`config.mk`:
```
export PLATFORM = sky130hd
export DESIGN_NAME = osm_cell
export DESIGN_NICKNAME = d
export VERILOG_FILES = /design/src/rtl/assert_macros.svh /design/src/rtl/osm_pkg.sv /design/src/rtl/osm_cell.sv
export SDC_FILE = /design/constraint.sdc
export NUM_CORES = 1
export LEC_CHECK = 0
export ABC_AREA = 1
export BUFFER_PORTS_ARGS = -buffer_cell sky130_fd_sc_hd__buf_2
export CELL_PAD_IN_SITES_DETAIL_PLACEMENT = 1
export CELL_PAD_IN_SITES_GLOBAL_PLACEMENT = 2
export CORE_ASPECT_RATIO = 1.1
export CORE_MARGIN = 2
export CORE_UTILIZATION = 26
export DETAILED_ROUTE_END_ITERATION = 10
export PLACE_DENSITY = 0.93
export SYNTH_ARGS = -nofsm -noshare
export SYNTH_HDL_FRONTEND = slang
export SYNTH_SLANG_ARGS = --single-unit
```
`constraint.sdc`:
```
create_clock -name clk -period 6.2 [get_ports clk]
set_input_delay 0.31 -clock clk [delete_from_list [all_inputs] [get_ports clk]]
set_output_delay 0.31 -clock clk [all_outputs]
set_load 0.005 [all_outputs]
```
`src/rtl/assert_macros.svh`:
```
// Assertion helpers used by the top-level design file.
`ifndef ASSERT_MACROS_SVH
`define ASSERT_MACROS_SVH

// Same-cycle implication, disabled in reset.
`define OSM_ASSERT_NOW(lbl, clk, rst_n, ante, cons, msg) \
  lbl: assert property (@(posedge clk) disable iff (!(rst_n)) (ante) |-> (cons)) \
    else $error(msg);

// Implication checked in the next cycle.
`define OSM_ASSERT_NEXT(lbl, clk, rst_n, ante, cons, msg) \
  lbl: assert property (@(posedge clk) disable iff (!(rst_n)) (ante) |=> (cons)) \
    else $error(msg);

`endif

```
`src/rtl/osm_pkg.sv`:
```
package osm_pkg;

  localparam int DISTINCT_ENTRIES = 256;
  localparam int COUNT_BITS       = 20;
  localparam int VALUE_BITS       = 32;   // 8..32 with the 32-bit operand port

  localparam int USED_W  = $clog2(DISTINCT_ENTRIES) + 1;
  localparam int GROUP   = 16;
  localparam int NGROUPS = (DISTINCT_ENTRIES + GROUP - 1) / GROUP;

  localparam logic [63:0] CNT_MAX_L   = (64'd1 << COUNT_BITS) - 64'd1;
  localparam logic [63:0] TOTAL_CAP_L = 64'h7FFF_FFFF;
  localparam logic [COUNT_BITS-1:0] CNT_MAX = COUNT_BITS'(CNT_MAX_L);
  localparam logic [COUNT_BITS-1:0] TOTAL_LIMIT =
    COUNT_BITS'((CNT_MAX_L < TOTAL_CAP_L) ? CNT_MAX_L : TOTAL_CAP_L);
  localparam logic [USED_W-1:0] USED_FULL = USED_W'(DISTINCT_ENTRIES);

  typedef enum logic [2:0] {
    OP_INSERT = 3'd0,
    OP_DELETE = 3'd1,
    OP_RANK   = 3'd2,
    OP_KTH    = 3'd3,
    OP_PRED   = 3'd4,
    OP_SUCC   = 3'd5
  } op_t;

  typedef enum logic [1:0] {
    STAT_OK     = 2'd0,
    STAT_FULL   = 2'd1,
    STAT_ABSENT = 2'd2,
    STAT_NONE   = 2'd3
  } status_t;

  typedef enum logic [1:0] {
    ST_IDLE,
    ST_CMP,
    ST_GATH,
    ST_FIN
  } state_t;

  // Cell update applied in the finish cycle.
  typedef enum logic [2:0] {
    UPD_NONE,
    UPD_INC,   // extra copy of a held value
    UPD_INS,   // new value, cells from the slot on shift right
    UPD_DEC,   // one copy fewer, entry stays
    UPD_REM    // last copy gone, cells from the slot on shift left
  } upd_t;

  typedef enum logic [1:0] {
    SEL_LAST_LT,   // rank, predecessor
    SEL_FIRST_GT,  // successor
    SEL_FIRST_GEK  // kth
  } sel_t;

  typedef struct packed {
    logic [VALUE_BITS-1:0] val;   // offset binary
    logic [COUNT_BITS-1:0] cnt;
    logic [COUNT_BITS-1:0] cum;   // copies in this cell and all below
  } cell_data_t;

  typedef struct packed {
    logic                  capture;
    upd_t                  upd;
    sel_t                  sel;
    logic [VALUE_BITS-1:0] key;
    logic [31:0]           k;
  } cell_cmd_t;

  typedef struct packed {
    logic                  any;   // some cell selected
    logic                  eqf;   // value held
    logic                  one;   // held value has one copy
    logic                  sat;   // held value count at its limit
    logic [VALUE_BITS-1:0] val;
    logic [COUNT_BITS-1:0] cum;
  } gather_t;

endpackage

```
`src/rtl/osm_cell.sv`:
```
module osm_cell import osm_pkg::*; (
  input  logic       clk,
  input  logic       rst_n,
  input  cell_cmd_t  cmd,
  input  cell_data_t left_d,
  input  cell_data_t right_d,
  input  logic       left_lt,
  input  logic       left_gt,
  input  logic       left_gek,
  input  logic       right_lt,
  output cell_data_t own_d,
  output logic       lt,
  output logic       gt,
  output logic       gek,
  output gather_t    g
);

  logic [VALUE_BITS-1:0] val_r, val_nxt;
  logic [COUNT_BITS-1:0] cnt_r, cnt_nxt;
  logic [COUNT_BITS-1:0] cum_r, cum_nxt;
  logic lt_r, eq_r, gt_r, gek_r;
  logic occ, sel;

  assign occ   = (cnt_r != '0);
  assign own_d = '{val: val_r, cnt: cnt_r, cum: cum_r};
  assign lt    = lt_r;
  assign gt    = gt_r;
  assign gek   = gek_r;

  always_comb begin
    case (cmd.sel)
      SEL_LAST_LT:   sel = lt_r & ~right_lt;
      SEL_FIRST_GT:  sel = gt_r & ~left_gt;
      SEL_FIRST_GEK: sel = gek_r & ~left_gek;
      default:       sel = 1'b0;
    endcase
    g.any = sel;
    g.eqf = eq_r;
    g.one = eq_r & (cnt_r == COUNT_BITS'(1));
    g.sat = eq_r & (cnt_r == CNT_MAX);
    g.val = sel ? val_r : '0;
    g.cum = sel ? cum_r : '0;
  end

  always_comb begin
    val_nxt = val_r;
    cnt_nxt = cnt_r;
    cum_nxt = cum_r;
    case (cmd.upd)
      UPD_INC: begin
        if (!lt_r) cum_nxt = cum_r + 1'b1;
        if (eq_r)  cnt_nxt = cnt_r + 1'b1;
      end
      UPD_DEC: begin
        if (!lt_r) cum_nxt = cum_r - 1'b1;
        if (eq_r)  cnt_nxt = cnt_r - 1'b1;
      end
      UPD_INS: begin
        if (!lt_r) begin
          if (left_lt) begin
            val_nxt = cmd.key;
            cnt_nxt = COUNT_BITS'(1);
          end else begin
            val_nxt = left_d.val;
            cnt_nxt = left_d.cnt;
          end
          cum_nxt = left_d.cum + 1'b1;
        end
      end
      UPD_REM: begin
        if (!lt_r) begin
          val_nxt = right_d.val;
          cnt_nxt = right_d.cnt;
          cum_nxt = right_d.cum - 1'b1;
        end
      end
      default: ;
    endcase
  end

  always_ff @(posedge clk) begin
    if (!rst_n) begin
      cnt_r <= '0;
    end else begin
      cnt_r <= cnt_nxt;
    end
  end

  always_ff @(posedge clk) begin
    val_r <= val_nxt;
    cum_r <= cum_nxt;
    if (cmd.capture) begin
      lt_r  <= occ & (val_r < cmd.key);
      eq_r  <= occ & (val_r == cmd.key);
      gt_r  <= occ & (val_r > cmd.key);
      gek_r <= occ & (32'(cum_r) >= cmd.k);
    end
  end

endmodule

```
After elaboration in Yosys (flattened, before gate mapping)
Index checks and enable logic that the tools add are counted.
{ "totals": {"mem_bits_ro": 0, "output_inout_bits": 131, "ramBits": 0, "word_cells": 68, "n_memories": 0, "in_bits": 220, "regBits": 76, "latch_bits": 0} }
{ "op_classes": {"eq_ne": 15, "bitwise": 12, "add_sub_neg": 6, "reduce_logical": 7, "multipliers": 0, "order_cmp": 3, "mux": 18, "div": 0, "n_shift": 0} }
{ "op_table": {"columns": ["cell", "n"], "rows": [
  ["$mux W20", 10],
  ["$pmux W20 S4", 2],
  ["$mux W32", 4],
  ["$pmux W32 S2", 1],
  ["$add A20 B1 Y20 const B", 3],
  ["$sub A20 B1 Y20 const B", 3],
  ["$eq A32 B32 Y1", 1],
  ["$ge A20 B32 Y1", 1],
  ["$gt A32 B32 Y1", 1],
  ["$lt A32 B32 Y1", 1],
  ["$eq A20 B1 Y1 const B", 1],
  ["$eq A20 B20 Y1 const B", 1],
  ["$reduce_bool A20 Y1", 1],
  ["$ne A2 B2 Y1 const B", 6],
  ["$reduce_and A5 Y1", 2],
  ["$and A1 B1 Y1", 9],
  ["$eq A3 B2 Y1 const B", 2],
  ["$reduce_bool A4 Y1", 1],
  ["$eq A3 B1 Y1 const B", 1],
  ["$eq A3 B3 Y1 const B", 1],
  ["$not A1 Y1", 3],
  ["$pmux W1 S3", 1],
  ["$reduce_and A3 Y1", 1],
  ["$eq A2 B1 Y1 const B", 1],
  ["3 further kinds", 3]
]} }

Longest topological paths before layout
Gate-level depths: netlist of the first run.
{ "depth": {"depth_word": 4, "mapped_depth": 16, "depth_no_buf": 15} }

Worst setup path after synthesis of the first run
OpenSTA, ideal clock, no wires.
{ "synth_path": {"kind": "input -> register", "start": "in cmd[67] (netlist name)", "end": "reg val_r[0], enable pin", "path_buffers": 1, "setup_slack_ns": 3.528, "t_arrival_ns": 2.251, "setup_time_ns": 0.421, "path_stages": 6, "required_time_ns": 5.779, "path_cell_list": "buf_4 nor2_8 nand2_4 inv_2 nor2_2 nor2_1"} }
{ "synth_via": {"elab_chain_cells": 3, "elab_cells_between_ends": 6, "classes_between": "eq/ne (4); reduce/logical (2)"} }
{ "synth_rtl": {"columns": ["item", "line_no", "source"], "rows": [
  ["from (decl)", "osm_cell.sv:4", "input cell_cmd_t cmd,"],
  ["$eq A3 B2 Y1 or $eq A3 B3 Y1 (tied branches)", "osm_cell.sv:49", "case (cmd.upd)"],
  ["$ne A2 B2 Y1 (no line) or $reduce_bool A2 Y1 (tied branches)", null, null],
  ["$reduce_and A3 Y1 (no line) (*)", null, null],
  ["to (signal assigned)", "osm_cell.sv:90", "val_r <= val_nxt;"],
  ["to (decl)", "osm_cell.sv:18", "logic [VALUE_BITS-1:0] val_r, val_nxt;"]
]} }
Every way passes the cells marked *; elsewhere a longest branch is shown, timed or not.
A chain may end at the register's enable or synchronous reset.

Final worst setup path of the first run
{ "layout_path": {"start": "in cmd[67] (netlist name)", "end": "reg cnt_r[14]"} }
{ "layout_via": {"elab_chain_cells": 3, "elab_cells_between_ends": 11, "classes_between": "eq/ne (8); mux (1); reduce/logical (2)"} }
{ "layout_rtl": {"columns": ["item", "line_no", "source"], "rows": [
  ["$eq A3 B3 Y1 (tied with other cells)", "osm_cell.sv:49", null],
  ["$reduce_bool A4 Y1 (no line) or $ne A2 B2 Y1 (tied branches)", null, null],
  ["$reduce_and A5 Y1 (no line)", null, null],
  ["to (signal assigned)", "osm_cell.sv:85", "cnt_r <= cnt_nxt;"],
  ["to (decl)", "osm_cell.sv:19", "logic [COUNT_BITS-1:0] cnt_r, cnt_nxt;"]
]} }
Parallel ways exist; a longest one is shown, timed or not.

==> summary.txt, run 1 <==
Clock network
  • Clk slew on worst S/H paths: roughly 0.070 ns
  • Worst skew pair latency: about 0.35 ns
  • TritonCTS buffer count: 9
  • Setup bufs post-CTS: 0
  • # hold bufs at CTS: 0
  • CTS tree: yes
  • CTS HTree Levels: 3
  • Post-cts sizing count: 0
  • Sink Count: 76
  • Clk buf depth: 2
  • CTS root buf: clkbuf_16

Timing
  • Fin crit share: 0.476
  • RSZ-0062 raised after global routing: no
  • Worst-margin pin slew: roughly 1.3 ns
  • Setup TNS: 0 ns
  • Max Slew Vio Count: 0
  • Final hold vios: 0
  • Clock skew: ~0.013 ns
  • Tmin final: 2.95 ns
  • Fmax: about 0.34 GHz
  • # setup viols final: 0
  • Worst slew margin: 0.156

Synthesis
  • Synth Area in Simple Gates: 0.413
  • YS warnings: 0
  • Mux share of post-synthesis cell area: 0
  • Average cell area after synthesis: between 6 and 7 um^2
  • Main combinational cell family by area after synthesis: simple AND/OR/NAND/NOR gates
  • Area of the mapped netlist: ~0.0087 mm^2
  • Seq/Total Area, Yosys: 0.240
  • Syn Inst Count: between 1000 and 1500
  • FF+latch count, synth: 76
  • Top post-synthesis cells by area: edfxtp_1 19%, nand2_1 19%, nor2_1 9.3%
  • Commonest register cell after synthesis: edfxtp_1
  • Post-Synth Adder-Cell Area: 0.0836
  • Synth area leader: edfxtp_1
  • Top-area cell type share of the netlist area: 0.194
  • XOR/XNOR Fraction of Synth Area: 0.00807
  • Compound-Gate Fraction of Synth Area: 0.129
  • Syn_nets: between 1500 and 2000
  • Netlist cell types: 46
  • Count of flip-flops with a built-in enable after synthesis: 56
  • Async S/R FF share, synth: 0

Global routing
  • Initial antenna violation count: 3
  • Grt total ovfl: 0
  • Total track usage: 0.227
  • Largest net degree at the start of global routing: 95
  • First-pass GRT wire length: 61400 um
  • Vias in the first global route: ~11000

Placed design
  • Post-DP Area: approximately 0.011 mm^2
  • GP Congestion: a little over 0.9
  • I/O Buffers: 350
  • Placed wire-length estimate: around 33000 um

Drt
  • Drt first-iter violations: between 500 and 600
  • DR vias: about 11000
  • Vias per inst: just under 5
  • DRC Markers: 0
  • DRT Pass-1 Iters: 5
  • Antenna-violating nets left: 0
  • DR WL/cell: approximately 18 um
  • Routed WL: 40300 um

Worst setup path
  • Crit path kind: input port to flip-flop
  • Largest stage delay, worst path: roughly 1.1 ns
  • Setup crit end kind: flip-flop
  • Crit-path slowest cell: nor3_4
  • Crit-path cells: buf_2, nor2_8, nand2_4, inv_2, nor2_1, nor3_4, inv_2, a21oi_1, a21oi_1
  • Critical path required time: between 6 and 7 ns
  • CP arrival: 3.18 ns
  • Worst-path maximum fanout: 34
  • Crit start category: input port

Finish
  • FF/Latch Area: 0.00208 mm^2
  • Design area: between 0.01 and 0.015 mm^2
  • Fin nets: around 2000
  • Layout Utilization: 0.333
  • Area delta synth->final: 26.9%
  • Fillers: about 4500
  • Multi-input gate area: roughly 0.0055 mm^2
  • Share of layout cells above drive strength 1: 0.243

Power and ir drop
  • Worst IR Drop VDD: between 0.00008 and 0.00009 V
  • P per Cell Area: around 170 mW/mm^2
  • Static Leak: 0.00585 uW

Floorplanning
  • Core ar.: 0.0331 mm^2
  • Die ar.: roughly 0.035 mm^2
  • Die height: 196 um
  • Initial Util: 0.262
  • IO Pins: ~350
  • Num rows: 70
  • DIE WIDTH: around 180 um

Job
  • Max_cap viols: 0

Min path
  • Hold Path Class: input port to flip-flop

Outcome
  • Outcome: finished clean
-- cell usage after synthesis, types with 2 or more instances --
cell and n:
buf_2 20, a31oi_1 40, o21ai_1 8, o211ai_1 4, o21bai_1 2, clkbuf_1 24
edfxtp_1 56, a21oi_1 57, nand3_1 99, xor2_1 8, o31ai_1 4, nand2_1 434
a22oi_1 16, nor4_1 5, nor2_1 214, o21ai_0 57, ha_1 58, buf_4 4
nor3_1 15, inv_2 10, nand3b_1 9, nand2_2 14, nor2_2 10, inv_1 198
nand3_2 2, o21ai_2 3, buf_6 6, or2_2 3, dfxtp_1 20, a221oi_1 2
nand4_1 20, nor2_4 7
-- placed cells by master (no fill, tap or decap), types with 11 or more instances in the layout --
cell and count:
a21oi_1 57, a22oi_1 16, a31oi_1 40, buf_2 350, dfxtp_1 20, edfxtp_1 56
ha_1 58, inv_1 198, nand2_1 434, nand2_2 14, nand3_1 99, nand4_1 20
nor2_1 212, nor2_2 11, nor3_1 15, o21ai_0 57
-- final timing paths --
check	endpoint	depth (start not counted)	slack (ns)	startpoint
worst min-delay path	gek$_DFFE_PP_	1	0.25	cmd[69]
worst min register to register	cnt_r[18]$_SDFFE_PN0P_	2	0.58	cnt_r[18]$_SDFFE_PN0P_
worst max-delay path	cnt_r[14]$_SDFFE_PN0P_	9	3.25	cmd[67]
worst max register to register	cum_r[16]$_DFFE_PP_	12	3.67	cum_r[0]$_DFFE_PP_
-- sequential cells by signal, summed over array words and instances (netlist names) --
signal,cells
val_r,32
cnt_r,20
cum_r,20
eq_r,1
gek,1
gt,1
lt,1
-- routing by layer --
layer / wire length [um] / vias up / global-route usage
li1: - / 5269 / -
met1: 16800 / 5111 / 0.276
met2: 20200 / 350 / 0.412
met3: 2380 / 43 / 0.0295
met4: 995 / 0 / 0.0674
met5: 0 / - / 0
-- layout make-up --
cell class,count,area share
diodes,3,0.000682
inverters,210,0.0718
multi-input cells,1101,0.500
well taps,432,0.0491
repair buffers,353,0.161
clock buffers,9,0.0204
clock inverters,7,0.00750
flip-flops and latches,76,0.189
-- critical path, delay by kind of cell --
kind | cells | cell delay (ns)
compound gates | 2 | 0.29
buf+inv | 3 | 0.86
simple gates | 4 | 1.70
-- power breakdown --
part	internal, uW	leakage (uW)	total [uW]	switching [uW]
Combinational	235	0.00502	662	427
Clock	320	0.000145	584	265
Sequential	592	0.000686	653	61.1
Total	1150	0.00585	1900	752
-- cell families after synthesis --
logic type | count (synthesis)
AO/OA/AOI/OAI | 196
XOR/XNOR | 8
adder cells (fa/ha/maj) | 58
buffers and inverters | 266
flip-flops | 76
AND/OR/NAND/NOR | 839
-- stage by stage --
step	worst slack [ns]	total power, uW	hold slack [ns]	std cells
2_1_floorplan	3.53	1030	0.422	1443
3_3_place_gp	3.09	1310	0.564	2172
3_5_place_dp	2.91	1330	0.590	2172
4_1_cts	3.27	1910	0.251	2188
5_1_grt	2.92	2020	0.258	2190
6_report	3.25	1900	0.250	2191
Power figures use the tool's default switching activity.
==> run 2, diff against run 1 <==
--- a/config.mk
+++ b/config.mk
@@ -11,9 +11,9 @@
 export CELL_PAD_IN_SITES_GLOBAL_PLACEMENT = 2
 export CORE_ASPECT_RATIO = 1.1
 export CORE_MARGIN = 2
-export CORE_UTILIZATION = 26
+export CORE_UTILIZATION = 22
 export DETAILED_ROUTE_END_ITERATION = 10
-export PLACE_DENSITY = 0.93
+export PLACE_DENSITY = 0.85
 export SYNTH_ARGS = -nofsm -noshare
 export SYNTH_HDL_FRONTEND = slang
 export SYNTH_SLANG_ARGS = --single-unit
==> constraint.sdc (replaced) <==
create_clock -name clk -period 2.57 [get_ports clk]
set_input_delay 0.1285 -clock clk [delete_from_list [all_inputs] [get_ports clk]]
set_output_delay 0.1285 -clock clk [all_outputs]
set_load 0.005 [all_outputs]
==> summary.txt, run 2 (synthesis gave the netlist of run 1 again) <==
Finish
  • FF/Latch Area: 0.00209 mm^2 (+0.24%)
  • Most common cell after layout, fill and taps aside: nand2_1
  • Area delta synth->final: 30.7%
  • Fin nets: 2062 (+1.6%)
  • Finished Layout Cells: 2298 (+4.9%)
  • Top Registers: val_r (32), cnt_r (20), cum_r (20)
  • Multi-input gate area: 0.00551 mm^2 (unchanged)
  • Biggest register: val_r
  • Share of layout cells above drive strength 1: 0.258 (+0.0156)
  • Layout Utilization: 0.290 (-0.0424)
  • Largest register FFs: 32 (unchanged)
  • Most frequent cells in the layout: 434 x nand2_1, 350 x buf_2, 212 x nor2_1
  • Fillers: 5154 (+15%)

Worst setup path
  • Crit start category: flip-flop
  • Reg2reg end: cnt_r[15]$_SDFFE_PN0P_
  • Critical path required time: 2.44 ns (-3.99 ns)
  • Crit-path cells: nand4_1, nor2_1, nand2_1, nor4_1, nand3_1, nor3_1, buf_2
  • Worst-path maximum fanout: 9 (-74%)
  • Reg2reg start: cnt_r[2]$_SDFFE_PN0P_
  • FF-to-FF path depth: 10 (-2)
  • R2R setup slack: 0.37 ns (-3.30 ns)
  • CP arrival: 2.22 ns (-0.96 ns)
  • Setup crit end kind: primary output
  • Crit-path slowest cell: dfxtp_1
  • Largest stage delay, worst path: 0.53 ns (-0.52 ns)
  • Crit path kind: flip-flop to primary output
  • Cell family with most CP delay: simple AND/OR/NAND/NOR gates
  • WP buf/inv: 1 (-2)

Drt
  • Routed WL: 41700 um (+3.3%)
  • DRT Pass-1 Iters: 4 (-1)
  • DR WL/cell: 18.1 um (-1.5%)
  • Antenna-violating nets left: 0 (unchanged)
  • DRC Markers: 0 (unchanged)
  • Drt first-iter violations: 527 (-10%)
  • Vias per inst: 4.72 (-4.0%)
  • DR vias: 10800 (+0.68%)

Timing
  • Worst-margin pin slew: 0.670 ns (-0.592 ns)
  • Final hold vios: 0 (unchanged)
  • Worst slew margin: 0.549 (+0.393)
  • RSZ-0062 raised after global routing: no
  • Clock skew: 0.00906 ns (-0.00419 ns)
  • Final setup margin: 0.222 ns (-3.03 ns)
  • # setup viols final: 0 (unchanged)
  • Max Slew Vio Count: 0 (unchanged)
  • Tmin final: approximately 2.3 ns
  • Fmax: 0.426 GHz
  • Worst hold slack: 0.0758 ns (-0.174 ns)
  • Setup TNS: 0 ns (unchanged)
  • Fin crit share: 0.914

Power and ir drop
  • P per Cell Area: 396 mW/mm^2 (+130%)
  • Static Leak: 0.00602 uW (+2.8%)
  • Worst IR Drop VDD: 0.000287 V (+230%)

Min path
  • Min-Delay Endpoint: gt$_DFFE_PP_
  • Hold Path Class: input port to flip-flop
  • Hold path cells: 1 (unchanged)
  • Hold Crit Start: cmd[69]

Global routing
  • Grt total ovfl: 0 (unchanged)
  • Largest net degree at the start of global routing: 49 (-48%)
  • Vias in the first global route: 11000 (-0.37%)
  • First-pass GRT wire length: 62500 um (+1.9%)
  • Total track usage: 0.198 (-0.0291)
  • Initial antenna violation count: 3 (unchanged)

Floorplanning
  • DIE WIDTH: 193 um (+8.5%)
  • IO Pins: 351 (unchanged)
  • Initial Util: 0.222 (-0.0401)
  • Die ar.: 0.0411 mm^2 (+18%)
  • Die height: 212 um (+8.5%)
  • Num rows: 76 (+8.6%)
  • Core ar.: 0.0391 mm^2 (+18%)

Placed design
  • I/O Buffers: 350 (unchanged)
  • Placed instance count: 2280 (+5.0%)
  • Placed wire-length estimate: 34800 um (+5.2%)
  • GP Congestion: 0.897 (-1.2%)
  • Dpl ws: 0.292 ns (-2.62 ns)

Clock network
  • Worst skew pair latency: 0.36 ns (about the same)
  • Clk buf depth: 2 (unchanged)
  • Clk slew on worst S/H paths: 0.07 ns (about the same)
  • Sink Count: 76 (unchanged)
  • # hold bufs at CTS: 0 (unchanged)
  • TritonCTS buffer count: 9 (unchanged)
  • CTS root buf: clkbuf_16
  • CTS tree: yes
  • CTS HTree Levels: 3 (unchanged)

Outcome
  • Outcome: finished clean

Job
  • Max_cap viols: 0 (unchanged)
## run 2: through the flow
stage          instance area (um^2)  total power (uW)
2_1_floorplan                  8680              2500
5_1_grt                       11300              4800
3_3_place_gp                  11100              3240
3_5_place_dp                  11100              3270
4_1_cts                       11300              4560
6_report                      11300              4490
## run 2: layout make-up
| class | instances | area share |
|---|---|---|
| sequential | 76 | 0.184 |
| clock inverter | 7 | 0.00386 |
| multi-input combinational | 1101 | 0.486 |
| timing repair buffer | 386 | 0.180 |
| tap | 507 | 0.0559 |
| clock buffer | 9 | 0.0198 |
| inverter | 210 | 0.0699 |
| antenna | 2 | 0.000441 |
## run 2: worst max path at each step
stage                                      from                endpoint  slack, ns  depth (start not counted)
final                     cnt_r[3]$_SDFFE_PN0P_                   g[52]       0.22                          7
after global routing      cnt_r[2]$_SDFFE_PN0P_                   g[52]      0.009                          7
after CTS                 cnt_r[0]$_SDFFE_PN0P_                   g[52]       0.09                          8
after detailed placement                cmd[67]     cum_r[12]$_DFFE_PP_       0.29                         15
after global placement                  cmd[67]  cnt_r[17]$_SDFFE_PN0P_       0.38                         12
after floorplan                         cmd[67]      val_r[0]$_DFFE_PP_       0.08                          6
## run 2: layer usage
metal / GRT usage / vias up / wire length, um
met1: 0.242 / 5120 / 18100
li1: - / 5346 / -
met5: 0 / - / 26
met4: 0.0745 / 4 / 1150
met3: 0.0317 / 50 / 2160
met2: 0.348 / 326 / 20300
## run 2: timing repair
action	4_1_cts	5_1_grt
gates resized for setup	0	6
setup buffers	0	0
setup endpoints to repair	0	2
## run 2: power breakdown
part           internal (uW)  leakage (uW)  switching, uW
Sequential              1430      0.000687            117
Clock                    650      0.000129            605
Combinational            615       0.00520           1080
